<file path="config.mk">
export PLATFORM = sky130hd
export DESIGN_NAME = spv_queue
export DESIGN_NICKNAME = d
export VERILOG_FILES = /design/src/hw/rtl/spv_pkg.sv /design/src/hw/rtl/spv_queue.sv
export SDC_FILE = /design/constraint.sdc
export NUM_CORES = 1
export LEC_CHECK = 0
export CORE_MARGIN = 5
export CORE_UTILIZATION = 26
export DETAILED_ROUTE_END_ITERATION = 10
export DONT_BUFFER_PORTS = 1
export GPL_ROUTABILITY_DRIVEN = 0
export HOLD_SLACK_MARGIN = 0.05
export PLACE_DENSITY = 0.48
export RECOVER_POWER = 50
export SYNTH_ARGS = -nofsm -noshare
export SYNTH_HDL_FRONTEND = slang
export SYNTH_SLANG_ARGS = --single-unit
</file>
<file path="constraint.sdc">
create_clock -name clk -period 3.15 [get_ports clk]
set_input_delay 0 -clock clk [delete_from_list [all_inputs] [get_ports clk]]
set_output_delay 0 -clock clk [all_outputs]
set_load 0.03 [all_outputs]
</file>
<file path="src/hw/rtl/spv_pkg.sv">
// ----------------------------------------------------------------------------
// Sample playback voice package
// Shared command and register codes, queue control type and rate constants.
// ----------------------------------------------------------------------------
package spv_pkg;

    typedef enum logic [1:0] {
        CMD_TICK    = 2'd0,
        CMD_NOTE_ON = 2'd1,
        CMD_LOAD    = 2'd2
    } cmd_t;

    typedef enum logic {
        REG_SAMPLE_COUNT = 1'b0,
        REG_MONO_SOURCE  = 1'b1
    } cfg_reg_t;

    localparam int CFG_DATA_W  = 15;
    localparam int COUNT_W     = 15;
    localparam int QUEUE_DEPTH = 4;
    localparam int QPTR_W      = 2;

    localparam int RATE_ONE    = 65536;
    localparam int RATE_STEP   = 6554;
    localparam int NOTE_CENTER = 60;
    localparam int HALF_FRAME  = 32768;

    typedef struct packed {
        logic is_load;
        logic zero;
        logic mono;
    } op_ctrl_t;

    function automatic logic signed [23:0] note_rate(input logic [6:0] note);
        return 24'(RATE_ONE + (int'(note) - NOTE_CENTER) * RATE_STEP);
    endfunction

endpackage

</file>
<file path="src/hw/rtl/spv_queue.sv">
// ----------------------------------------------------------------------------
// Sample playback voice operation queue
// Short FIFO that decouples the front end from the store and output stage.
// ----------------------------------------------------------------------------
module spv_queue #(
    parameter int DATA_W = 46
) (
    input  logic              clk,
    input  logic              rst_n,
    input  logic              push,
    input  spv_pkg::op_ctrl_t push_ctrl,
    input  logic [DATA_W-1:0] push_data,
    output logic              full,
    output logic              valid,
    input  logic              pop,
    output spv_pkg::op_ctrl_t head_ctrl,
    output logic [DATA_W-1:0] head_data
);

    import spv_pkg::*;

    op_ctrl_t          ctrl_mem [QUEUE_DEPTH];
    logic [DATA_W-1:0] data_mem [QUEUE_DEPTH];

    logic [QPTR_W-1:0] wr_ptr_reg, wr_ptr_next;
    logic [QPTR_W-1:0] rd_ptr_reg, rd_ptr_next;
    logic [QPTR_W:0]   cnt_reg,    cnt_next;

    assign full      = (cnt_reg == (QPTR_W+1)'(QUEUE_DEPTH));
    assign valid     = (cnt_reg != '0);
    assign head_ctrl = ctrl_mem[rd_ptr_reg];
    assign head_data = data_mem[rd_ptr_reg];

    always_comb
    begin
        wr_ptr_next = push ? wr_ptr_reg + 1'b1 : wr_ptr_reg;
        rd_ptr_next = pop ? rd_ptr_reg + 1'b1 : rd_ptr_reg;
        cnt_next    = cnt_reg;
        if (push && !pop)
        begin
            cnt_next = cnt_reg + 1'b1;
        end
        else if (pop && !push)
        begin
            cnt_next = cnt_reg - 1'b1;
        end
    end

    always_ff @(posedge clk)
    begin
        if (push)
        begin
            ctrl_mem[wr_ptr_reg] <= push_ctrl;
            data_mem[wr_ptr_reg] <= push_data;
        end
    end

    always_ff @(posedge clk or negedge rst_n)
    begin
        if (!rst_n)
        begin
            wr_ptr_reg <= '0;
            rd_ptr_reg <= '0;
            cnt_reg    <= '0;
        end
        else
        begin
            wr_ptr_reg <= wr_ptr_next;
            rd_ptr_reg <= rd_ptr_next;
            cnt_reg    <= cnt_next;
        end
    end

endmodule

</file>
## After elaboration in Yosys (flattened, before gate mapping)

Memory sizes are Yosys's and may differ from the RTL's.
Index checks and enable logic that the tools add are counted.

| word-level totals | value |
|---|---|
| flip-flop bits (word level) | 7 |
| bits in writable memories | 196 |
| input port bits | 53 |
| output and inout port bits | 51 |
| logic and storage cells | 20 |
| memories | 2 |

| cells by class | value |
|---|---|
| add/sub/neg operators | 4 |
| equal/unequal tests | 1 |
| mux-type cells | 4 |
| reductions and logical operators | 6 |

Memories:

| name | depth | width | read ports | clocked after memory_dff | wr ports | RTL line | RTL |
|---|---|---|---|---|---|---|---|
| data_mem | 4 | 46 | 1 | 0 | 1 | spv_queue.sv:23 | `logic [DATA_W-1:0] data_mem [QUEUE_DEPTH];` |
| ctrl_mem | 4 | 3 | 1 | 0 | 1 | spv_queue.sv:22 | `op_ctrl_t ctrl_mem [QUEUE_DEPTH];` |

Operators with widths:

| kind | number |
|---|---|
| 3-bit 2-to-1 mux | 2 |
| 2-bit by 1-bit adder with 2-bit output (second input constant) | 2 |
| 3-bit by 1-bit adder with 3-bit output (second input constant) | 1 |
| 3-bit == test (second input constant) | 1 |
| 3-bit nonzero test | 1 |
| 3-bit by 1-bit subtractor with 3-bit output (second input constant) | 1 |
| 1-bit logical AND | 2 |
| 1-bit zero test | 2 |
| 1-bit 2-to-1 mux | 2 |
| 2-bit nonzero test | 1 |

## Depth between registers and ports, before layout

Gate-level depths: netlist of run 1.

| depth | value |
|---|---|
| word-level depth | 4 |
| gate-level depth with buffers | 7 |
| gate-level depth less buffers | 7 |

## Worst setup path before layout of run 1

OpenSTA, ideal clock, no wires.

| path | value |
|---|---|
| path kind | register to register |
| start point | register wr_ptr_reg[0] |
| end point | memory ctrl_mem[2][0] in the netlist's numbering (enable) |
| setup time | 0.412 ns |
| arrival time | 1.785 ns |
| required time | 2.738 ns |
| path slack | 0.953 ns |
| stages on the path, launching flop included | 4 |
| buffers on the path | 0 |
| clock period less this slack | 2.197 ns |
| cells stage by stage | dfrtp_1 -> inv_1 -> ha_1 -> and2_1 |

RTL lines:

| item | RTL line | RTL |
|---|---|---|
| start, declared | spv_queue.sv:25 | `logic [QPTR_W-1:0] wr_ptr_reg, wr_ptr_next;` |
| start signal, assigned | spv_queue.sv:68 | `wr_ptr_reg <= wr_ptr_next;` |
| end, declared | spv_queue.sv:22 |  |

Straight into the memory's write port.

## Worst setup path after layout of run 1

| path | value |
|---|---|
| start point | register rd_ptr_reg[0] |
| end point | output head_data[11] |

| on the way | value |
|---|---|
| word-level cells in the longest chain between the ends | 1 |

Ends and longest elaborated chain:

| item | RTL line | RTL |
|---|---|---|
| start, declared | spv_queue.sv:26 | `logic [QPTR_W-1:0] rd_ptr_reg, rd_ptr_next;` |
| start signal, assigned | spv_queue.sv:69 | `rd_ptr_reg <= rd_ptr_next;` |
| memory read 4 x 46 bit | - |  |
| end, declared | spv_queue.sv:17 | `output logic [DATA_W-1:0] head_data` |

No other way between the ends.

==> results.md, run 1 <==
- The flow ran to the end, and the final reports show no timing, DRC or antenna violations.
- The flip-flop count of the largest register, all copies and words added is 184.
- On the worst path, the slowest cell contributes a delay of 0.85 ns.
- The post-synthesis cell count is 291.
- The count of max-cap constraint violations is 0.
- For this run, the number of Yosys warnings is 0.
- The number of failing setup endpoints in the final timing report is 0.
- Yosys attributes the largest share of cell area to sky130_fd_sc_hd__edfxtp_1 (78%), sky130_fd_sc_hd__mux4_2 (14%), sky130_fd_sc_hd__dfrtp_1 (2.3%).
- The headroom to the max-slew limit is 30.9%.
- The count of flip-flops with a built-in enable after synthesis is 196.
- Traced cell by cell, the critical path runs through buf_12, mux4_2.
- Setup repair after global routing left no endpoint under its margin.
- The mean instance size in the synthesized netlist is 25.9 um2.
- The cell at the slowest stage of the critical path is sky130_fd_sc_hd__dfrtp_4.
- The layout has 2676 filler cells.
- The count of input and output buffers is 0.
- The number of instances resized during post-cts repair is 0.
- The wire length of the first global-routing pass is 22500 um.
- The worst-case clock buffer depth is 3.
- The number of nets produced by synthesis is 350.
- Across the VDD grid, the largest voltage drop is 0.506 mV.
- The startpoint kind of the worst setup timing path is a flip-flop.
- Measured along the y axis, the die boundary spans 180 um.
- Clock-pin slew was measured on the worst setup and hold paths at 0.06 ns.
- The H-tree depth is 1.
- 104 I/O pins were placed.
- At the pin with the least slew margin, the transition time is 1.04 ns.
- The pin count of the biggest net entering global routing is 39.
- The arrival time of the worst setup path is 2.34 ns.
- The area of the core is 0.0286 mm2.
- The register bit count reported by yosys is 203.
- The first routing iteration left 161 violations.
- The total number of nets in the final design is 425.
- For this run, the top clock speed supported by timing is 0.428 GHz.
- The maximum fanout encountered on the critical timing path is 29.
- The final routed DRC violation total is 0.
- The final count of pins violating max slew was 0.
- The number of antenna violations at the first check in global routing is 0.
- The number of global-route vias before repair was 3670.
- For the worst setup path, the data required time is 3.15 ns.
- The area growth from synthesis to layout is 24.2%.
- After detailed routing, the average wire length per cell comes to 19.3 um.
- Among all flip-flop cells after synthesis, the most frequent one is sky130_fd_sc_hd__edfxtp_1.
- The die covers 0.0324 mm2.
- In the post-route analysis, the smallest setup slack over all paths is 0.812 ns.
- Wires add up to 14700 um.
- On the final layout, the worst clock skew is 0.00805 ns.
- The aggregate negative setup slack is 0 ns.
- Sequential elements use 80.5% of the synthesized area.
- The worst path needs 2.34 ns of the cycle, external delays included.
- Summed over its instances, the top area cell type makes up 78.2% of the synthesized netlist area.
- The repair_antennas step left the layout with diodes totalling 0.
- The worst setup path is captured at an output port.
- After synthesis the cells add up to 0.00752 mm2.
- The placed wire-length estimate is 8800 um.
- The insertion delay of the later-clocked pin in the worst-skew pair is 0.51 ns.
- The floorplan has 62 rows.
- The worst min-delay path class is primary input to flip-flop.
- The total power divided by cell area is 990 mW/mm2.
- The total number of clock tree sinks is 203.
- The via count normalized by instance count is 4.14.
- The total global routing track utilization is 8.93%.
- The number of hold-slack violations in the final timing report is 0.
- The post-route antenna net violation count is 0.
- The count of unique library cells instantiated by Yosys is 20.
- The number of CTS-inserted buffers is 24.
- The die width is 180 um.
- The initial utilization of the core area, before any placement, comes to 26.3%.
- The share of post-route cells with drive strength above 1 is 25.7%.
- The type of the worst setup path is flip-flop to output port.
- The number of buffers inserted to repair setup after CTS is 0.
- The final period utilization is 74.2%.
- At the placement stage, the worst setup path has a slack of 1.18 ns.
- The detailed router placed 3175 vias in this run.
- The number of optimization iterations in the first detailed-route pass is 4.
- For this run, asynchronously set or reset flops after synthesis account for 3.45%.
- Summed over all cells, the static leakage comes to 2.98 nW.
- Summed over all layers, the global routing overflow is 0.
- TritonCTS built the clock tree.
- The biggest area contributor in the post-synthesis netlist is sky130_fd_sc_hd__edfxtp_1.
- In this run the clock root is driven by a sky130_fd_sc_hd__clkbuf_16.
## worst max-delay path, delay by kind of cell, from the launching register on
family,cells,cell delay [ns]
flops,1,0.85
buf+inv,1,0.31
mux,1,0.66
## layout make-up
type | instances | area (um2) | area share, %
flip-flops and latches | 203 | 6070 | 64.9
repair buffers | 61 | 653 | 6.99
clock buffers | 27 | 633 | 6.78
clock inverters | 15 | 184 | 1.97
multi-input cells | 72 | 1310 | 14.0
inverters | 4 | 15.0 | 0.161
well taps | 384 | 480 | 5.14
## cells by family (layout without fill, tap and decap cells)
kind of cell,after synthesis,count (layout),share of synthesized area (%)
DFF,203,203,80.5
muxes,50,50,14.9
buffers and inverters,16,107,2.06
and+or+nand+nor,9,9,0.665
adders and majority gates,6,6,1.10
xor gates and xnor gates,6,6,0.698
AOI/OAI and AO/OA,1,1,0.0664
## cells in the final DEF (no fill, tap or decap), types with 2 or more instances in the layout
master and n:
sky130_fd_sc_hd__and2_2 2, sky130_fd_sc_hd__xnor2_1 2, sky130_fd_sc_hd__nand2_1 2, sky130_fd_sc_hd__mux4_2 48, sky130_fd_sc_hd__clkbuf_1 2, sky130_fd_sc_hd__edfxtp_1 196, sky130_fd_sc_hd__clkinv_1 3, sky130_fd_sc_hd__clkbuf_16 25
sky130_fd_sc_hd__clkinv_2 4, sky130_fd_sc_hd__ha_1 5, sky130_fd_sc_hd__and2_0 2, sky130_fd_sc_hd__dlygate4sd3_1 53, sky130_fd_sc_hd__buf_12 5, sky130_fd_sc_hd__bufinv_16 4, sky130_fd_sc_hd__clkinvlp_4 2, sky130_fd_sc_hd__buf_4 3
sky130_fd_sc_hd__xor2_1 4, sky130_fd_sc_hd__dfrtp_1 5, sky130_fd_sc_hd__inv_1 4
## per-layer routing
layer  vias up  share of wire (%)  track usage [%]  wire length, um
li1       1393                  -                -                -
met1      1667                 39             10.6             5800
met2        88                 51             15.6             7540
met3        27                6.6             2.75              971
met4         0                2.9             2.75              435
met5         -                  0                0                0
## final timing paths
check | end | start | slack, ns | cells past startpoint
setup / recovery | head_data[11] | rd_ptr_reg[0] | 0.81 | 2
hold / removal | data_mem[2][22] | push | 0.06 | 1
setup reg to reg | data_mem[1][42] | wr_ptr_reg[1] | 0.95 | 4
hold reg to reg | cnt_reg[2] | cnt_reg[2] | 0.48 | 1
max in group asynchronous | rd_ptr_reg[0] | rst_n | 2.46 | 2
min in group asynchronous | cnt_reg[0] | rst_n | 0.38 | 2
## synthesized netlist by cell type (2+ instances only)
cell type                  count
sky130_fd_sc_hd__ha_1          5
sky130_fd_sc_hd__inv_1         4
sky130_fd_sc_hd__buf_2         5
sky130_fd_sc_hd__mux4_2       48
sky130_fd_sc_hd__xnor2_1       2
sky130_fd_sc_hd__dfrtp_1       7
sky130_fd_sc_hd__buf_12        5
sky130_fd_sc_hd__nand2_1       2
sky130_fd_sc_hd__and2_1        4
sky130_fd_sc_hd__edfxtp_1    196
sky130_fd_sc_hd__xor2_1        4
## where the power goes
part	switching (mW)	internal, mW	leakage (nW)
combinational	1.69	0.895	0.708
sequential	0.318	3.54	1.88
clock	1.04	1.77	0.396
total	3.05	6.20	2.98
## per-stage QoR
stage | hold slack (ns) | cells | cell area (um2) | utilization (%) | power [mW]
6_report | 0.0583 | 766 | 9340 | 32.6 | 9.25
5_1_grt | 0.0605 | 766 | 9340 | 32.6 | 9.71
4_1_cts | 0.0583 | 766 | 9350 | 32.6 | 9.48
3_5_place_dp | -0.295 | 671 | 8000 | 27.9 | 6.54
3_3_place_gp | -0.295 | 671 | 8000 | 27.9 | 6.49
2_1_floorplan | -0.296 | 291 | 7520 | - | 6.06
## repair_timing
| action | CTS | global route |
|---|---|---|
| hold buffers | 53 | 0 |
| endpoints found under the hold margin | 231 | 0 |
| setup endpoints to repair | 0 | 0 |
(Power assumes the default switching activity.)
==> run 2: changes to the inputs <==
- ABC_AREA: unset -> 1
- clock period: 3.15 -> 2.19 ns (I/O delays scaled with it)
==> results.md, run 2 <==
- The type of the worst setup path is flip-flop to flip-flop.
- The insertion delay of the later-clocked pin in the worst-skew pair is 0.51 ns.
- The total number of clock tree sinks is 203.
- TritonCTS created 24 clock buffers.
- At the worst endpoint, the required time is 2.32 ns.
- The aggregate negative setup slack is 0 ns.
- The total number of vias is 4635.
- The critical path goes through inv_1, ha_1, nand2_1, clkinv_1, buf_2.
- The sum of routed wire length over all layers is 17600 um.
- The post-synth design cell area is 0.00855 mm2.
- For the worst setup path, the data arrival time is 2.03 ns.
- The wire-length estimate of the detail-placed layout is 10100 um.
- The biggest cell delay along the critical path is 0.71 ns.
- The run finished with clean final reports.
- In this design, the largest share of critical-path delay is due to buffers and inverters.
- Max-cap violations in this run came to 0.
- The non-filler instance count after layout is 1146.
- The tightest hold path in the finished design has a slack of 0.195 ns.
- The top achievable clock speed is 0.525 GHz.
- The floorplan has 66 rows.
- The register with the most flip-flops in the layout has 184 of them.
- The worst-case clock buffer depth is 3.
- A synthesized cell averages 13.8 um2.
- After synthesis, the cell types taking the most area are sky130_fd_sc_hd__edfxtp_1 (69%), sky130_fd_sc_hd__o211ai_2 (8.5%), sky130_fd_sc_hd__nand2_1 (6.6%).
- In this run the number of H-tree levels came out at 1.
- During placement, the flow inserted port buffers numbering 0.
- STA classifies the critical path startpoint as a flip-flop.
- For this run, the detailed router's first-pass iteration total came to 4.
- TritonCTS built the clock tree.
- The CTS clock-pin slew for the worst setup and hold paths is 0.05 ns.
- The worst path meets setup with 0.284 ns of slack.
- At the pin with the least slew margin, the transition time is 0.953 ns.
- The post-route antenna net violation count is 0.
- The number of antenna diodes in the final layout is 0.
- Yosys printed 0 warnings.
- The endpoint identified for the worst register-to-register timing path is data_mem[2][17].
- The post-synthesis cell count is 621.
- The slack of the worst reg-to-reg path is 0.28 ns.
- In the post-synthesis netlist, the cell with the most instances is sky130_fd_sc_hd__edfxtp_1.
- The cell at the slowest stage of the critical path is sky130_fd_sc_hd__buf_2.
- The final count of pins violating max slew is 0.
- The first-iteration detailed-routing DRC count is 202.
- After detailed routing, the number of vias per cell comes to 4.04.
- The largest clock skew in the final design is 0.00553 ns.
- The library cell used most frequently in the layout, excluding fill and tap cells, is sky130_fd_sc_hd__edfxtp_1.
- The share of post-route cells with drive strength above 1 is 17.9%.
- The number of antenna violations at the first check in global routing is 0.
- Total power for the finished layout comes to 14.6 mW.
- Leaving out fill and tap cells, the most frequent cells in the layout are sky130_fd_sc_hd__edfxtp_1 (196), sky130_fd_sc_hd__nand2_1 (151), sky130_fd_sc_hd__inv_1 (105).
- Together, buffers and inverters on the worst path number 3.
- For this configuration, the core starts out at a cell density of 26.3%.
- The pin count of the biggest net entering global routing is 50.
- The number of different library cells used by synthesis comes to 22.
- The root cell of the clock tree is sky130_fd_sc_hd__clkbuf_16.
- The number of global-route vias before repair is 4706.
- The register bit count reported by yosys is 203.
- In this run the worst setup path begins at wr_ptr_reg[0].
- Along the worst path, the maximum fanout reaches 31.
- The number of failing setup endpoints in the final timing report is 0.
- The most critical setup path has its endpoint at data_mem[2][17].
- The portion of synthesized cell area occupied by the leading cell type is 68.8%.
- Yosys mapped a number of flops with a built-in enable equal to 196.
- The total number of nets in the final design is 748.
- The final routed DRC violation total is 0.
- In this run the critical register-to-register path is launched from wr_ptr_reg[0].
- The number of hold-slack violations in the final timing report came to 0.
- The top-level port count is 104.
- After layout, the worst path uses 87.0% of the clock period.
- The wire length of the first global-routing pass is 27400 um.
- The total power divided by cell area is 1410 mW/mm2.
- Including well taps, the total number of placed cells is 1051.
- The total overflow left after global routing is 0.
- From synthesis to final layout, the design area changed by 20.8%.
- The share of flip-flops with an asynchronous set or reset after synthesis is 3.45%.
- The shortest clock period the worst path allows after layout is 1.91 ns.
- After detailed routing, the average wire length per cell comes to 15.4 um.
- The leakage power of the design is 3.93 nW.
- Counting cells, the worst reg-to-reg path comes to 5.
- The number of cells on the critical path is 5.
- The total global routing track utilization is 9.64%.
- The die boundary height is 191 um.
- The sequential area share after synthesis is 70.9%.
- Setup repair after global routing left no endpoint under its margin.
- By count the netlist is led by sky130_fd_sc_hd__edfxtp_1 (196), sky130_fd_sc_hd__nand2_1 (151), sky130_fd_sc_hd__inv_1 (109).
- The most used flip-flop cell after synthesis is sky130_fd_sc_hd__edfxtp_1.
- The die covers 0.0366 mm2.
- The synthesized design spends more area on one cell type than any other, namely sky130_fd_sc_hd__edfxtp_1.
- The element type at the critical path end is a flip-flop.
- Prior to clock tree synthesis, the placed netlist has a worst setup slack of 0.653 ns.
- In this run the worst hold path is classified as primary input to flip-flop.
- After floorplanning, the core was sized to cover 0.0325 mm2.
- Measured against its own limit, the worst slew margin works out to 36.4%.
- Synthesis produced a netlist with a net count of 680.
- The die is 191 um wide.
- IR analysis of the VDD net gives a maximum drop of 0.594 mV.
[run 2: cell types whose count changed after synthesis, moves of 9 or more]
cell,delta
sky130_fd_sc_hd__mux4_2,-48
sky130_fd_sc_hd__nand2_2,+10
sky130_fd_sc_hd__buf_2,+9
sky130_fd_sc_hd__o211ai_2,+58
sky130_fd_sc_hd__nand2_1,+149
sky130_fd_sc_hd__buf_6,+13
sky130_fd_sc_hd__inv_1,+105
sky130_fd_sc_hd__o211ai_1,+40
[run 2: what timing repair did]
item                                    in CTS  in global routing
hold endpoints to repair                   380                  0
endpoints found under the setup margin       0                  1
gates resized for setup                      0                  0
buffers inserted                             0                  1
hold buffers                                53                  0
[run 2: report_power, final]
group	internal, mW	total, mW	switching [mW]
registers	5.10	5.40	0.295
logic	1.43	5.53	4.10
clock network	2.17	3.62	1.45
[run 2: cell type report]
type,count,area (um2)
Clock buffer,29,641
Clock inverter,12,82.6
Fill cell,3249,22200
Inverter,110,414
Multi-Input combinational cell,274,1800
Sequential cell,203,6070
Tap cell,442,553
Timing Repair Buffer,76,779
[run 2: how the worst min path moves through the flow]
stage / end / start / cells after the start / slack (ns)
after global routing: data_mem[1][40] / push_data[40] / 1 / 0.18
after global placement: cnt_reg[1] / rst_n / 0 / -0.30
after CTS: data_mem[2][43] / push_data[43] / 1 / 0.15
after detailed placement: cnt_reg[1] / rst_n / 0 / -0.30
after floorplan: cnt_reg[0] / rst_n / 0 / -0.30
final: data_mem[0][19] / push_data[19] / 1 / 0.20
[run 2: logic make-up after synthesis]
| kind of cell | share of synthesized area, % |
|---|---|
| DFF | 70.9 |
| adders and majority gates | 0.966 |
| AOI/OAI and AO/OA | 12.1 |
| and+or+nand+nor | 7.59 |
| xor gates and xnor gates | 0.410 |
| buffers and inverters | 8.11 |
[run 2: per-layer routing]
layer	track usage, %	wire, um	vias up
met2	15.8	8340	97
met3	2.67	1070	23
met5	0	0	-
met4	2.62	314	0
met1	12.6	7900	2237
li1	-	-	2278
[run 2: per-stage QoR]
| step | utilization (%) | cell area, um2 |
|---|---|---|
| after floorplan | - | 8550 |
| after global placement | 28.0 | 9100 |
| after detailed placement | 28.0 | 9100 |
| after CTS | 31.8 | 10300 |
| after global routing | 31.8 | 10300 |
| final | 31.8 | 10300 |
