<file path="config.mk">
export PLATFORM = sky130hd
export DESIGN_NAME = spv_front
export DESIGN_NICKNAME = d
export VERILOG_FILES = /design/src/hw/rtl/spv_pkg.sv /design/src/hw/rtl/spv_front.sv
export SDC_FILE = /design/constraint.sdc
export NUM_CORES = 1
export LEC_CHECK = 0
export ABC_CLOCK_PERIOD_IN_PS = 6650
export BUFFER_PORTS_ARGS = -buffer_cell sky130_fd_sc_hd__buf_2
export CAP_MARGIN = 20
export CELL_PAD_IN_SITES_DETAIL_PLACEMENT = 0
export CELL_PAD_IN_SITES_GLOBAL_PLACEMENT = 1
export CORE_ASPECT_RATIO = 1.1
export CORE_MARGIN = 3
export CORE_UTILIZATION = 44
export CTS_CLUSTER_SIZE = 12
export DETAILED_ROUTE_END_ITERATION = 8
export PLACE_DENSITY = 0.87
export SYNTH_ARGS = -nofsm -noshare
export SYNTH_HDL_FRONTEND = slang
export SYNTH_SLANG_ARGS = --single-unit
</file>
<file path="constraint.sdc">
create_clock -name clk -period 6.65 [get_ports clk]
set_clock_uncertainty 0.2 [all_clocks]
set_input_delay 0.665 -clock clk [delete_from_list [all_inputs] [get_ports clk]]
set_output_delay 0.665 -clock clk [all_outputs]
set_load 0.1 [all_outputs]
</file>
<file path="src/hw/rtl/spv_pkg.sv">
// ----------------------------------------------------------------------------
// Sample playback voice package
// Shared command and register codes, queue control type and rate constants.
// ----------------------------------------------------------------------------
package spv_pkg;

    typedef enum logic [1:0] {
        CMD_TICK    = 2'd0,
        CMD_NOTE_ON = 2'd1,
        CMD_LOAD    = 2'd2
    } cmd_t;

    typedef enum logic {
        REG_SAMPLE_COUNT = 1'b0,
        REG_MONO_SOURCE  = 1'b1
    } cfg_reg_t;

    localparam int CFG_DATA_W  = 15;
    localparam int COUNT_W     = 15;
    localparam int QUEUE_DEPTH = 4;
    localparam int QPTR_W      = 2;

    localparam int RATE_ONE    = 65536;
    localparam int RATE_STEP   = 6554;
    localparam int NOTE_CENTER = 60;
    localparam int HALF_FRAME  = 32768;

    typedef struct packed {
        logic is_load;
        logic zero;
        logic mono;
    } op_ctrl_t;

    function automatic logic signed [23:0] note_rate(input logic [6:0] note);
        return 24'(RATE_ONE + (int'(note) - NOTE_CENTER) * RATE_STEP);
    endfunction

endpackage

</file>
<file path="src/hw/rtl/spv_front.sv">
// ----------------------------------------------------------------------------
// Sample playback voice front end
// Accepts items, runs the phase accumulator and queues store operations.
// ----------------------------------------------------------------------------
module spv_front #(
    parameter int MAX_FRAMES  = 16384,
    parameter int SAMPLE_BITS = 16
) (
    input  logic                          clk,
    input  logic                          rst_n,
    input  logic                          in_valid,
    output logic                          in_ready,
    input  logic [1:0]                    command,
    input  logic [6:0]                    midi_note,
    input  logic [13:0]                   load_index,
    input  logic signed [15:0]            load_left,
    input  logic signed [15:0]            load_right,
    input  logic [14:0]                   sample_count,
    input  logic                          mono_source,
    input  logic                          q_full,
    output logic                          push,
    output spv_pkg::op_ctrl_t             push_ctrl,
    output logic [$clog2(MAX_FRAMES)-1:0] push_addr,
    output logic [SAMPLE_BITS-1:0]        push_left,
    output logic [SAMPLE_BITS-1:0]        push_right
);

    import spv_pkg::*;

    localparam int AW      = $clog2(MAX_FRAMES);
    localparam int CNT_MAX = (MAX_FRAMES < 32767) ? MAX_FRAMES : 32767;

    logic signed [31:0] ptr_reg,  ptr_next;
    logic signed [23:0] rate_reg, rate_next;

    logic [COUNT_W-1:0] count;
    logic [31:0]        limit;
    logic               accept;
    logic               note_on;
    logic               is_tick;
    logic               load_ok;
    logic signed [23:0] rate_eff;
    logic signed [31:0] ptr_cur;
    logic [31:0]        ptr_base;
    logic [31:0]        idx_sum;
    logic [15:0]        idx;
    logic               idx_out;
    logic signed [32:0] adv;
    logic [31:0]        ptr_sat;

    assign in_ready = !q_full;
    assign accept   = in_valid && in_ready;

    assign count = (sample_count > COUNT_W'(CNT_MAX)) ? COUNT_W'(CNT_MAX) : sample_count;
    assign limit = {1'b0, count, 16'b0};

    assign note_on  = (cmd_t'(command) == CMD_NOTE_ON);
    assign load_ok  = (32'(load_index) < 32'(MAX_FRAMES));
    assign rate_eff = note_on ? note_rate(midi_note) : rate_reg;
    assign ptr_cur  = note_on ? 32'sd0 : ptr_reg;
    assign ptr_base = ptr_cur[31] ? limit : ptr_cur;
    assign idx_sum  = ptr_base + 32'(HALF_FRAME);
    assign idx      = idx_sum[31:16];
    assign idx_out  = (idx >= {1'b0, count});
    assign adv      = $signed({1'b0, ptr_base}) + 33'(rate_eff);
    assign ptr_sat  = (adv > $signed({1'b0, limit})) ? limit : adv[31:0];

    always_comb
    begin
        is_tick            = 1'b0;
        push               = 1'b0;
        push_ctrl.is_load  = 1'b0;
        push_ctrl.zero     = 1'b1;
        push_ctrl.mono     = mono_source;
        push_addr          = AW'(load_index);
        push_left          = SAMPLE_BITS'(load_left);
        push_right         = SAMPLE_BITS'(load_right);
        unique case (cmd_t'(command)) inside
            CMD_TICK, CMD_NOTE_ON:
            begin
                is_tick        = accept && (count != '0);
                push           = accept;
                push_ctrl.zero = (count == '0) || idx_out;
                push_addr      = AW'(idx);
            end
            CMD_LOAD:
            begin
                push              = accept && load_ok;
                push_ctrl.is_load = 1'b1;
            end
            default:
            begin
                push = 1'b0;
            end
        endcase
    end

    always_comb
    begin
        ptr_next  = ptr_reg;
        rate_next = rate_reg;
        if (is_tick)
        begin
            ptr_next  = ptr_sat;
            rate_next = rate_eff;
        end
    end

    always_ff @(posedge clk or negedge rst_n)
    begin
        if (!rst_n)
        begin
            ptr_reg  <= '0;
            rate_reg <= 24'(RATE_ONE);
        end
        else
        begin
            ptr_reg  <= ptr_next;
            rate_reg <= rate_next;
        end
    end

endmodule

</file>
* Word-level counts from Yosys, hierarchy flattened
Index checks and enable logic that the tools add are counted.
** Cells by class
- $add $sub $neg :: 4
- Multiply operators :: 1
- Muxes and demuxes :: 10
- Eq/ne operators :: 2
- Reduce and logical (&&, ||, !) cells :: 9
- $lt $le $gt $ge :: 3
** Operators with widths (number)
- two-way mux 32 bit :: 2
- adder 32 x 24 -> 33 bit :: 1
- greater-than comparator 33 x 32 -> 1 bit :: 1
- adder 31 x 16 -> 32 bit, second input constant :: 1
- two-way mux 31 bit :: 1
- two-way mux 24 bit :: 1
- adder 18 x 22 -> 23 bit, first input constant :: 1
- multiplier 8 x 13 -> 21 bit, second input constant :: 1
- >= comparator 16 x 15 -> 1 bit :: 1
- greater-than comparator 15 bit, second input constant :: 1
- logical NOT 15 bit :: 1
- two-way mux 15 bit :: 1
- nonzero test 15 bit :: 1
- two-way mux 14 bit :: 1
- subtractor 7 x 6 -> 8 bit, second input constant :: 1
- two-way mux 1 bit :: 4
- OR reduction 3 bit :: 1
- equality test 2 x 1 -> 1 bit, second input constant :: 1
- equality test 2 bit, second input constant :: 1
- logical AND 1 bit :: 2
- logical NOT 2 bit :: 1
- OR reduction 2 bit :: 1
- logical NOT 1 bit :: 1
- logical OR 1 bit :: 1
** Word-level totals
- Word-level logic and storage cells :: 31
- Output and inout bits :: 51
- Input bits :: 75
- Flip-flop bits (word level) :: 56

* Logic depth before layout (Yosys ltp)
Gate-level depths: netlist of run 1.
- Depth in word-level cells :: 7
- Depth in mapped cells :: 43

* Worst setup path after synthesis of run 1
No wires, ideal clock.
- Kind :: in2reg
- Start point :: input midi_note[2]
- End point :: register ptr_reg[24]
- Library setup time :: 0.104 ns
- Cell stages on the path :: 43
- Path buffers :: 3
- Slack :: -2.908 ns
- Required time :: 6.346 ns
- Arrival :: 9.254 ns
- Cell sequence :: ha_1 -> nand3_1 -> xor2_1 -> fa_1 -> fa_1 -> inv_1 -> fa_1 -> fa_1 -> inv_1 -> ha_1 -> buf_2 -> and4_4 -> a21boi_2 -> and2_4 -> or3_1 -> and2_1 -> ha_1 -> a31oi_1 -> (+7 left out) -> nor2_1 -> o21bai_1 -> nand2_1 -> nor2_1 -> xnor2_1 -> ha_1 -> nand4_1 -> nor2_1 -> nand3_1 -> nor3_1 -> nand2_1 -> nor4_1 -> nand4_1 -> a21oi_1 -> mux2_2 -> clkbuf_1 -> o211ai_1 -> o311ai_1
** Between the ends
- Longest elaborated chain between the ends :: 7
** RTL lines
- start: declaration :: RTL line spv_front.sv:14 : input logic [6:0] midi_note,
- subtractor 7 x 6 -> 8 bit (*) :: RTL line spv_pkg.sv:35 : return 24'(RATE_ONE + (int'(note) - NOTE_CENTER) * RATE_STEP);
- multiplier 8 x 13 -> 21 bit (*) :: RTL line spv_pkg.sv:35
- adder 18 x 22 -> 23 bit (*) :: RTL line spv_pkg.sv:35
- two-way mux 24 bit (*) :: RTL line spv_front.sv:59 : assign rate_eff = note_on ? note_rate(midi_note) : rate_reg;
- named net rate_eff[23] :: RTL line spv_front.sv:42 : logic signed [23:0] rate_eff;
- adder 32 x 24 -> 33 bit (*) :: RTL line spv_front.sv:65 : assign adv = $signed({1'b0, ptr_base}) + 33'(rate_eff);
- greater-than comparator 33 x 32 -> 1 bit :: RTL line spv_front.sv:66 : assign ptr_sat = (adv > $signed({1'b0, limit})) ? limit : adv[31:0];
- two-way mux 32 bit (*) :: RTL line spv_front.sv:66
- end signal: assignment :: RTL line spv_front.sv:118 : ptr_reg <= ptr_next;
- end: declaration :: RTL line spv_front.sv:33 : logic signed [31:0] ptr_reg, ptr_next;
Mark *: on every way through the listed nets, which the timed path passes. The rest lies on a longest branch.
A chain may end at the register's enable or synchronous reset.

* Worst setup path after layout of run 1
- Start point :: input midi_note[2]
- End point :: register ptr_reg[26]
Same word-level chain as after synthesis.

==> results.sh, run 1 <==
export IMPL_pin_count=126
export IMPL_gp_congestion=0.901
export IMPL_relSlewSlack=0.484
export IMPL_max_freq_ghz=0.117
export IMPL_synth_warnings=0
export IMPL_drt_iter0_drc=422
export IMPL_grt_pass1_vias=8304
export IMPL_power_uw=5540
export IMPL_crit_top_cell="buf_4"
export IMPL_busiest_layer="met2"
export IMPL_yosysUniqueCellTypes=81
export IMPL_die_w_um=137
export IMPL_antenna_left=0
export IMPL_finalNetCount=1467
export IMPL_synth_edf_count=0
export IMPL_layout_min_cycle_time_ns=8.54
export IMPL_report_final_slew_viol_count=0
export IMPL_worst_slack_ns=-1.89
export IMPL_failed_checks="setup timing"
export IMPL_setup_viol=32
export IMPL_grt_util_all_layers=0.253
export IMPL_synth_seq_area_share=0.169
export IMPL_wl_um=26000
export IMPL_synth_nets=1232
export IMPL_ys_async_sr_fraction=1.00
export IMPL_cts_hold_buf=0
export IMPL_synth_avg_cell_area_um2=8.12
export IMPL_die_h_um=150
export IMPL_ys_seq_elements=56
export IMPL_cts_root_buf="clkbuf_16"
export IMPL_crit_family="adder cells"
export IMPL_grt_pass1_wl_um=41500
export IMPL_largest_reg_flops=32
export IMPL_yosysTopAreaCellShare=0.175
export IMPL_layout_cells_non_filler=1500
export IMPL_maxCapViolCount=0
export IMPL_drc=0
export IMPL_grt_max_degree=57
export IMPL_via_per_inst=5.60
export IMPL_preCtsSetupSlack_ns=-2.60
export IMPL_antenna_diode_count=0
export IMPL_vias=8403
export IMPL_tightest_slew_ns=0.774
export IMPL_p_per_area_nw_per_um2=498
export IMPL_fin_crit_sh=1.28
export IMPL_start_util=0.450
export IMPL_hold_violations=0
export IMPL_max_stage_delay_ns=0.60
export IMPL_synth_top_area_cell="ha_1"
export IMPL_drt_first_pass_iters=5
export IMPL_ir_drop_uv=299
export IMPL_die_area_um2=20500
export IMPL_grt_ovfl_total=0
export IMPL_antenna_found_initial=0
export IMPL_h_tree_depth=2
export IMPL_synth_most_common_cell="nand2_1"
export IMPL_rows=52
export IMPL_synth_common_cells="140 x nand2_1, 116 x ha_1, 66 x inv_1"
export IMPL_cts_sinks=56
export IMPL_postLayoutCoreUtil=0.604
export IMPL_timing_critical_path_fanout_max=5
export IMPL_use_met2=0.447
export IMPL_core_area_um2=18400
export IMPL_worst_path_max_delay_cell="fa_2"
export IMPL_drive_gt1_frac=0.357
export IMPL_cp_arrival_ns=8.51
export IMPL_p_leak_uw=0.00553
export IMPL_status="complete, but fails checks"
export IMPL_synthCells=1021
export IMPL_required_ns=6.63
export IMPL_clk_pin_slew_ns=0.08
export IMPL_crit_path_start_kind="input port"
export IMPL_dpl_cell_count=1455
export IMPL_cts_tree="done"
export IMPL_use_met3=0.0279
export IMPL_crit_path_end_kind="flop"
export IMPL_clk_latency_ns=0.31
export IMPL_synth_top_cells_by_area="ha_1 18%, dfrtp_1 17%, nand2_1 6.3%"
export IMPL_portBuffers=59
export IMPL_holdWs_ns=0.266
export IMPL_synth_area_um2=8290
export IMPL_clockBufferDepth=2
export IMPL_post_dp_hpwl_um=20100
export IMPL_use_met1=0.314
export IMPL_critPathKind="input port to flop"
export IMPL_syn_to_final_growth_pct=34.2
export IMPL_cts_buffers=5
export IMPL_worstHoldPathType="flop to flop"
export IMPL_rsz0062_at_grt="true"
export IMPL_synthFlopType="dfrtp_1"
export IMPL_wire_per_inst_um=17.3
export IMPL_path_buf_inv=18
==> final cells by class <==
class                           count  area, µm²
Clock inverter                      2       16.3
Multi-Input combinational cell    828       6860
Inverter                           67        254
Clock buffer                        6        129
Timing Repair Buffer              298       2160
Fill cell                        1628       7290
Tap cell                          243        304
Sequential cell                    56       1400
==> worst min-delay path: stages, from the launching register on <==
cell	delay, ns
dfstp_2	0.37
nand2_1	0.05
nand2_1	0.05
==> repair_timing <==
action | in CTS | in global routing
gates cloned | 3 | 0
pin swaps | 51 | 29
hold endpoints to repair | 0 | 0
resized for setup | 63 | 29
setup endpoints to repair | 32 | 32
setup buffers | 26 | 8
==> metal layers <==
metal	share of wire	routed length, µm
met5	0	0
met4	0.039	1010
met3	0.037	951
met2	0.50	13000
met1	0.42	11000
==> cell families after synthesis <==
logic type	share of synthesized area
DFF	0.169
xor gates and xnor gates	0.0603
buffers and inverters	0.0818
AOI/OAI and AO/OA	0.218
muxes	0.0488
and+or+nand+nor	0.198
adders and majority gates	0.223
==> final timing paths <==
path	from	to	slack (ns)	depth (start not counted)
max in group asynchronous	rst_n	rate_reg[6]$_DFFE_PN0P_	5.43	2
hold / removal	rate_reg[16]$_DFFE_PN1P_	rate_reg[16]$_DFFE_PN1P_	0.27	2
hold reg to reg	rate_reg[16]$_DFFE_PN1P_	rate_reg[16]$_DFFE_PN1P_	0.27	2
min in group asynchronous	rst_n	ptr_reg[26]$_DFFE_PN0P_	0.30	2
setup reg to reg	ptr_reg[31]$_DFFE_PN0P_	ptr_reg[28]$_DFFE_PN0P_	0.61	27
setup / recovery	midi_note[2]	ptr_reg[26]$_DFFE_PN0P_	-1.89	43
==> layout by cell type, fill, tap and decap left out, drive strengths merged, types with 6 or more instances in the layout <==
master  netlist  layout
buf          43     298
a21boi        7       7
clkbuf       30       6
o21a          7       7
nor2b        15      15
inv          67      67
mux2i        10      10
dfrtp        55      55
nand2       141     142
fa           20      20
nor2         53      54
xor2         26      26
nor3         18      18
and2         25      25
and3          9       9
a22o          6       6
xnor2        31      31
a21o         34      34
o31ai        11      11
nand2b       12      12
a21oi        56      56
o211ai       24      24
a31oi        10      10
a211oi        9       9
nand3        28      28
o21ai        44      44
ha          116     116
mux2         27      28
nand4        15      15
nor4          7       7
==> per-stage QoR <==
| step | area, µm² | setup TNS [ns] |
|---|---|---|
| 3_5_place_dp | 10200 | -80.22 |
| 4_1_cts | 10900 | -55.97 |
| 6_report | 11100 | -57.27 |
| 2_1_floorplan | 8500 | -58.01 |
| 3_3_place_gp | 10200 | -73.06 |
| 5_1_grt | 11100 | -69.07 |
==> power by group <==
part / switching (µW) / total, µW / internal (µW)
combinational: 2460 / 4710 / 2240
sequential: 75.7 / 557 / 481
clock: 137 / 278 / 141
No activity file was read; power rests on OpenSTA's default activity.
==> run 2: changes to the inputs <==
CORE_ASPECT_RATIO = 0.8   (was 1.1)
REMOVE_ABC_BUFFERS = 1   (was unset)
==> run 2 against run 1 <==
Effect of this change:
- the flow still finishes with violations (setup timing)
- critical path depth is 1 lower
- flip-flop and latch count stayed put
- die area about the same
- final cell count grew 2.1%
- non-clock buffer count rose by 24
- clock power up 5%
- sequential power barely moved
- worst setup slack worse by 0.42 ns
- combinational power is 5.3% higher
- count of clock-buffer cells in the layout shrank 1
- global-route usage is 0.86 points higher
- routed wire length grew 9.1%
- critical path type unchanged
- largest cell class unchanged
- largest power group unchanged
==> results.sh, run 2 (same netlist as run 1, synthesis figures left out) <==
export IMPL_r2r_start="ptr_reg[31]$_DFFE_PN0P_"
export IMPL_area_sequential_um2=1400
export IMPL_drt_first_pass_iters=5
export IMPL_drive_gt1_frac=0.383
export IMPL_rows=44
export IMPL_required_ns=6.67
export IMPL_cts_root_buf="clkbuf_16"
export IMPL_antenna_found_initial=0
export IMPL_start_util=0.452
export IMPL_cts_tree="done"
export IMPL_fin_crit_sh=1.35
export IMPL_antenna_left=0
export IMPL_p_per_area_nw_per_um2=507
export IMPL_timing_critical_path_fanout_max=6
export IMPL_p_seq_frac=0.096
export IMPL_wire_per_inst_um=18.5
export IMPL_syn_to_final_growth_pct=38.3
export IMPL_worst_path_max_delay_cell="fa_2"
export IMPL_final_cell_mix="250 x buf_4, 138 x nand2_1, 98 x ha_1, 59 x inv_1, 57 x buf_2"
export IMPL_via_per_inst=5.73
export IMPL_finalNetCount=1488
export IMPL_r2r_slack_ns=0.54
export IMPL_grt_pass1_vias=8256
export IMPL_timing_setup_tns_ns=-70.68
export IMPL_die_w_um=159
export IMPL_clk_latency_ns=0.31
export IMPL_rsz0062_at_grt="true"
export IMPL_cts_hold_buf=0
export IMPL_crit_path_start_kind="input port"
export IMPL_intPower_uw=3000
export IMPL_grt_ovfl_total=0
export IMPL_layout_cells_non_filler=1531
export IMPL_vias=8773
export IMPL_ir_drop_uv=190
export IMPL_largest_reg_flops=32
export IMPL_failed_checks="setup timing"
export IMPL_crit_path_end_kind="flop"
export IMPL_worstHoldPathType="flop to flop"
export IMPL_die_h_um=129
export IMPL_clk_pin_slew_ns=0.09
export IMPL_p_clk_frac=0.050
export IMPL_pin_count=126
export IMPL_maxCapViolCount=0
export IMPL_cts_sinks=56
export IMPL_hold_violations=0
export IMPL_antenna_diode_count=0
export IMPL_drc=0
export IMPL_max_freq_ghz=0.112
export IMPL_crit_path_start="midi_note[3]"
export IMPL_final_common_cell="buf_4"
export IMPL_worst_slack_ns=-2.31
export IMPL_cp_arrival_ns=8.98
export IMPL_p_sw_uw=2810
export IMPL_wl_um=28400
export IMPL_relSlewSlack=0.452
export IMPL_die_area_um2=20500
export IMPL_nFillCells=1511
export IMPL_placed_area_um2=10100
export IMPL_layout_min_cycle_time_ns=8.96
export IMPL_final_area_um2=11500
export IMPL_multiInputGateArea_um2=6980
export IMPL_clockBufferDepth=2
export IMPL_p_leak_uw=0.00567
export IMPL_h_tree_depth=2
export IMPL_tightest_slew_ns=0.822
export IMPL_critPathKind="input port to flop"
export IMPL_comb_power_share=0.853
export IMPL_core_area_um2=18300
export IMPL_status="complete, but fails checks"
export IMPL_dpl_cell_count=1472
export IMPL_drt_iter0_drc=857
export IMPL_max_stage_delay_ns=0.63
export IMPL_switching_share=0.484
export IMPL_report_final_slew_viol_count=0
export IMPL_portBuffers=59
export IMPL_grt_pass1_wl_um=43800
export IMPL_grt_util_all_layers=0.261
export IMPL_gp_congestion=0.945
export IMPL_setup_viol=32
export IMPL_preCtsSetupSlack_ns=-3.10
export IMPL_grt_max_degree=57
export IMPL_cts_buffers=5
export IMPL_min_from="rate_reg[16]$_DFFE_PN1P_"
export IMPL_post_dp_hpwl_um=20600
-- run 2: changes by cell type in the layout (fill, tap and decap cells not counted), moves of 4 or more --
cell     delta
buf_4      +17
buf_6       +7
o31ai_1     +6
o31ai_2     -6
inv_1       -5
inv_2       +4
-- run 2: repair_timing --
item	CTS	global route
pin swaps	65	78
gates cloned	0	0
setup endpoints to repair	32	32
resized for setup	94	71
buffers inserted	27	25
-- run 2: path summary, 6_finish.rpt --
path | to | cells past startpoint
max | ptr_reg[27]$_DFFE_PN0P_ | 42
min | rate_reg[16]$_DFFE_PN1P_ | 2
max reg2reg | ptr_reg[27]$_DFFE_PN0P_ | 26
min reg2reg | rate_reg[16]$_DFFE_PN1P_ | 2
max in group asynchronous | rate_reg[15]$_DFFE_PN0P_ | 2
min in group asynchronous | ptr_reg[19]$_DFFE_PN0P_ | 2
-- run 2: layout make-up --
class                           instances  area share
Inverter                               67      0.0226
Clock buffer                            5      0.0109
Sequential cell                        56       0.122
Multi-Input combinational cell        825       0.609
Tap cell                              253      0.0276
Clock inverter                          3     0.00218
Timing Repair Buffer                  322       0.205
-- run 2: critical path: cells and delay by family --
family / cells / cell delay, ns
buffers and inverters: 8 / 0.97
AO/OA/AOI/OAI: 10 / 1.82
XOR/XNOR: 1 / 0.17
adder cells (fa/ha/maj): 8 / 2.86
multiplexers: 1 / 0.27
AND/OR/NAND/NOR: 14 / 2.18
-- run 2: power by group through the flow --
| stage | Clock (µW) | Sequential (µW) | Combinational (µW) |
|---|---|---|---|
| 6_report | 293 | 559 | 4960 |
| 3_3_place_gp | 0 | 554 | 3960 |
| 2_1_floorplan | 0 | 540 | 2440 |
| 3_5_place_dp | 0 | 559 | 4010 |
| 5_1_grt | 311 | 571 | 5380 |
| 4_1_cts | 294 | 554 | 4470 |
-- run 2: through the flow --
step            util  total power, µW  hold WS (ns)
2_1_floorplan      -             2980         0.169
3_3_place_gp   0.551             4520         0.246
3_5_place_dp   0.551             4570         0.254
4_1_cts        0.594             5320         0.264
5_1_grt        0.625             6260         0.279
6_report       0.625             5810         0.264
-- run 2: metal layers --
metal | track usage | vias up | routed length (µm)
li1 | - | 4120 | -
met1 | 0.390 | 4196 | 13200
met2 | 0.391 | 406 | 12100
met3 | 0.0576 | 51 | 2630
met4 | 0.0422 | 0 | 471
met5 | 0.0205 | - | 0
==> run 3: changes to the inputs <==
CTS_CLUSTER_SIZE = 10   (was 12)
GPL_TIMING_DRIVEN = 0   (was unset)
==> run 3 against run 2 <==
Effect of this change:
- the flow still finishes with violations (setup timing)
- utilization fell by 8.3 points
- worst setup slack worse by 0.015 ns
- sequential share of layout area increased by 1.9 points
- final cell count shrank 13%
- via count shrank 11%
- die area did not move
- register-to-register slack lost 1.4 ns
- largest cell class unchanged
- highest routed layer unchanged
==> results.sh, run 3 (same netlist as run 1, synthesis figures left out) <==
export IMPL_failed_checks="setup timing"
export IMPL_h_tree_depth=2
export IMPL_crit_top_cell="buf_4"
export IMPL_intPower_uw=2320
export IMPL_syn_to_final_growth_pct=19.9
export IMPL_start_util=0.452
export IMPL_ir_drop_uv=186
export IMPL_clk_latency_ns=0.31
export IMPL_cts_root_buf="clkbuf_16"
export IMPL_vias=7839
export IMPL_layout_min_cycle_time_ns=8.98
export IMPL_maxCapViolCount=0
export IMPL_p_clk_frac=0.060
export IMPL_crit_path_end_kind="flop"
export IMPL_worst_slack_ns=-2.33
export IMPL_drt_first_pass_iters=6
export IMPL_final_common_cell="nand2_1"
export IMPL_cts_hold_buf=0
export IMPL_grt_pass1_vias=7282
export IMPL_grt_util_all_layers=0.232
export IMPL_hold_violations=0
export IMPL_grt_pass1_wl_um=39000
export IMPL_power_uw=4870
export IMPL_report_final_slew_viol_count=0
export IMPL_rsz0062_at_grt="true"
export IMPL_die_area_um2=20500
export IMPL_core_area_um2=18300
export IMPL_worst_path_max_delay_cell="fa_1"
export IMPL_timing_critical_path_fanout_max=6
export IMPL_drt_iter0_drc=603
export IMPL_post_dp_hpwl_um=18000
export IMPL_max_freq_ghz=0.111
export IMPL_antenna_diode_count=0
export IMPL_cts_buffers=5
export IMPL_switching_share=0.524
export IMPL_rows=44
export IMPL_grt_max_degree=33
export IMPL_portBuffers=59
export IMPL_max_stage_delay_ns=0.53
export IMPL_final_cell_mix="137 x nand2_1, 96 x ha_1, 60 x inv_1, 56 x buf_2, 56 x buf_4"
export IMPL_drc=0
export IMPL_setup_viol=32
export IMPL_tightest_slew_ns=1.08
export IMPL_holdWs_ns=0.217
export IMPL_finalNetCount=1292
export IMPL_r2r_slack_ns=-0.88
export IMPL_clk_pin_slew_ns=0.08
export IMPL_die_h_um=129
export IMPL_status="complete, but fails checks"
export IMPL_antenna_found_initial=0
export IMPL_p_leak_uw=0.00468
export IMPL_critPathKind="input port to flop"
export IMPL_antenna_left=0
export IMPL_p_sw_uw=2550
export IMPL_cts_sinks=56
export IMPL_crit_path_start_kind="input port"
export IMPL_wire_per_inst_um=18.5
export IMPL_comb_power_share=0.826
export IMPL_fin_crit_sh=1.35
export IMPL_drive_gt1_frac=0.265
export IMPL_relSlewSlack=0.281
export IMPL_path_buf_inv=9
export IMPL_via_per_inst=5.87
export IMPL_pin_count=126
export IMPL_gp_congestion=0.897
export IMPL_cts_tree="done"
export IMPL_grt_ovfl_total=0
export IMPL_cp_arrival_ns=8.97
export IMPL_crit_family="adder cells"
export IMPL_required_ns=6.65
export IMPL_wl_um=24600
export IMPL_largest_reg_flops=32
export IMPL_p_seq_frac=0.114
export IMPL_p_per_area_nw_per_um2=490
export IMPL_worstHoldPathType="input port to asynchronous set/reset pin"
export IMPL_die_w_um=159
export IMPL_clockBufferDepth=2
-- run 3: path summary, 6_finish.rpt --
kind,start,to,cells past startpoint
min reg2reg,rate_reg[16]$_DFFE_PN1P_,rate_reg[16]$_DFFE_PN1P_,2
max,midi_note[2],ptr_reg[28]$_DFFE_PN0P_,45
min,rst_n,ptr_reg[19]$_DFFE_PN0P_,1
max in group asynchronous,rst_n,ptr_reg[4]$_DFFE_PN0P_,2
min in group clk,rate_reg[16]$_DFFE_PN1P_,rate_reg[16]$_DFFE_PN1P_,2
max reg2reg,ptr_reg[31]$_DFFE_PN0P_,ptr_reg[28]$_DFFE_PN0P_,27
-- run 3: metal layers --
| metal | track usage | routed length [µm] | up-vias |
|---|---|---|---|
| li1 | - | - | 3742 |
| met1 | 0.342 | 11800 | 3784 |
| met2 | 0.351 | 10600 | 288 |
| met3 | 0.0547 | 1950 | 25 |
| met4 | 0.0329 | 247 | 0 |
| met5 | 0.0205 | 0 | - |
-- run 3: through the flow --
| stage | std cells | util | setup WS (ns) | instance area [µm²] | setup TNS, ns |
|---|---|---|---|---|---|
| finish | 1335 | 0.542 | -2.33 | 9930 | -70.04 |
| global route | 1335 | 0.542 | -2.67 | 9930 | -81.43 |
| CTS | 1312 | 0.525 | -2.12 | 9620 | -64.79 |
| detailed placement | 1267 | 0.470 | -4.57 | 8620 | -140.06 |
| global placement | 1260 | 0.462 | -4.63 | 8470 | -148.44 |
| floorplan | 948 | - | -2.81 | 7860 | -86.44 |
-- run 3: timing repair --
action | CTS | global route
resized for setup | 117 | 33
buffers inserted | 36 | 23
endpoints found under the setup margin | 32 | 32
pin swaps | 82 | 46
cloned | 1 | 0
-- run 3: layout make-up --
| cell class | count | area (µm²) |
|---|---|---|
| clock buffer | 5 | 125 |
| clock inverter | 3 | 25.0 |
| fill | 1661 | 8400 |
| inverter | 67 | 260 |
| multi-input combinational | 826 | 6890 |
| sequential | 56 | 1400 |
| tap | 253 | 317 |
| timing repair buffer | 125 | 910 |
-- run 3: power by group through the flow --
stage	Clock [µW]	Sequential, µW	Combinational, µW
floorplan	0	540	2440
global placement	0	554	3070
detailed placement	0	561	3120
CTS	294	553	3710
global route	307	572	4410
finish	293	554	4020
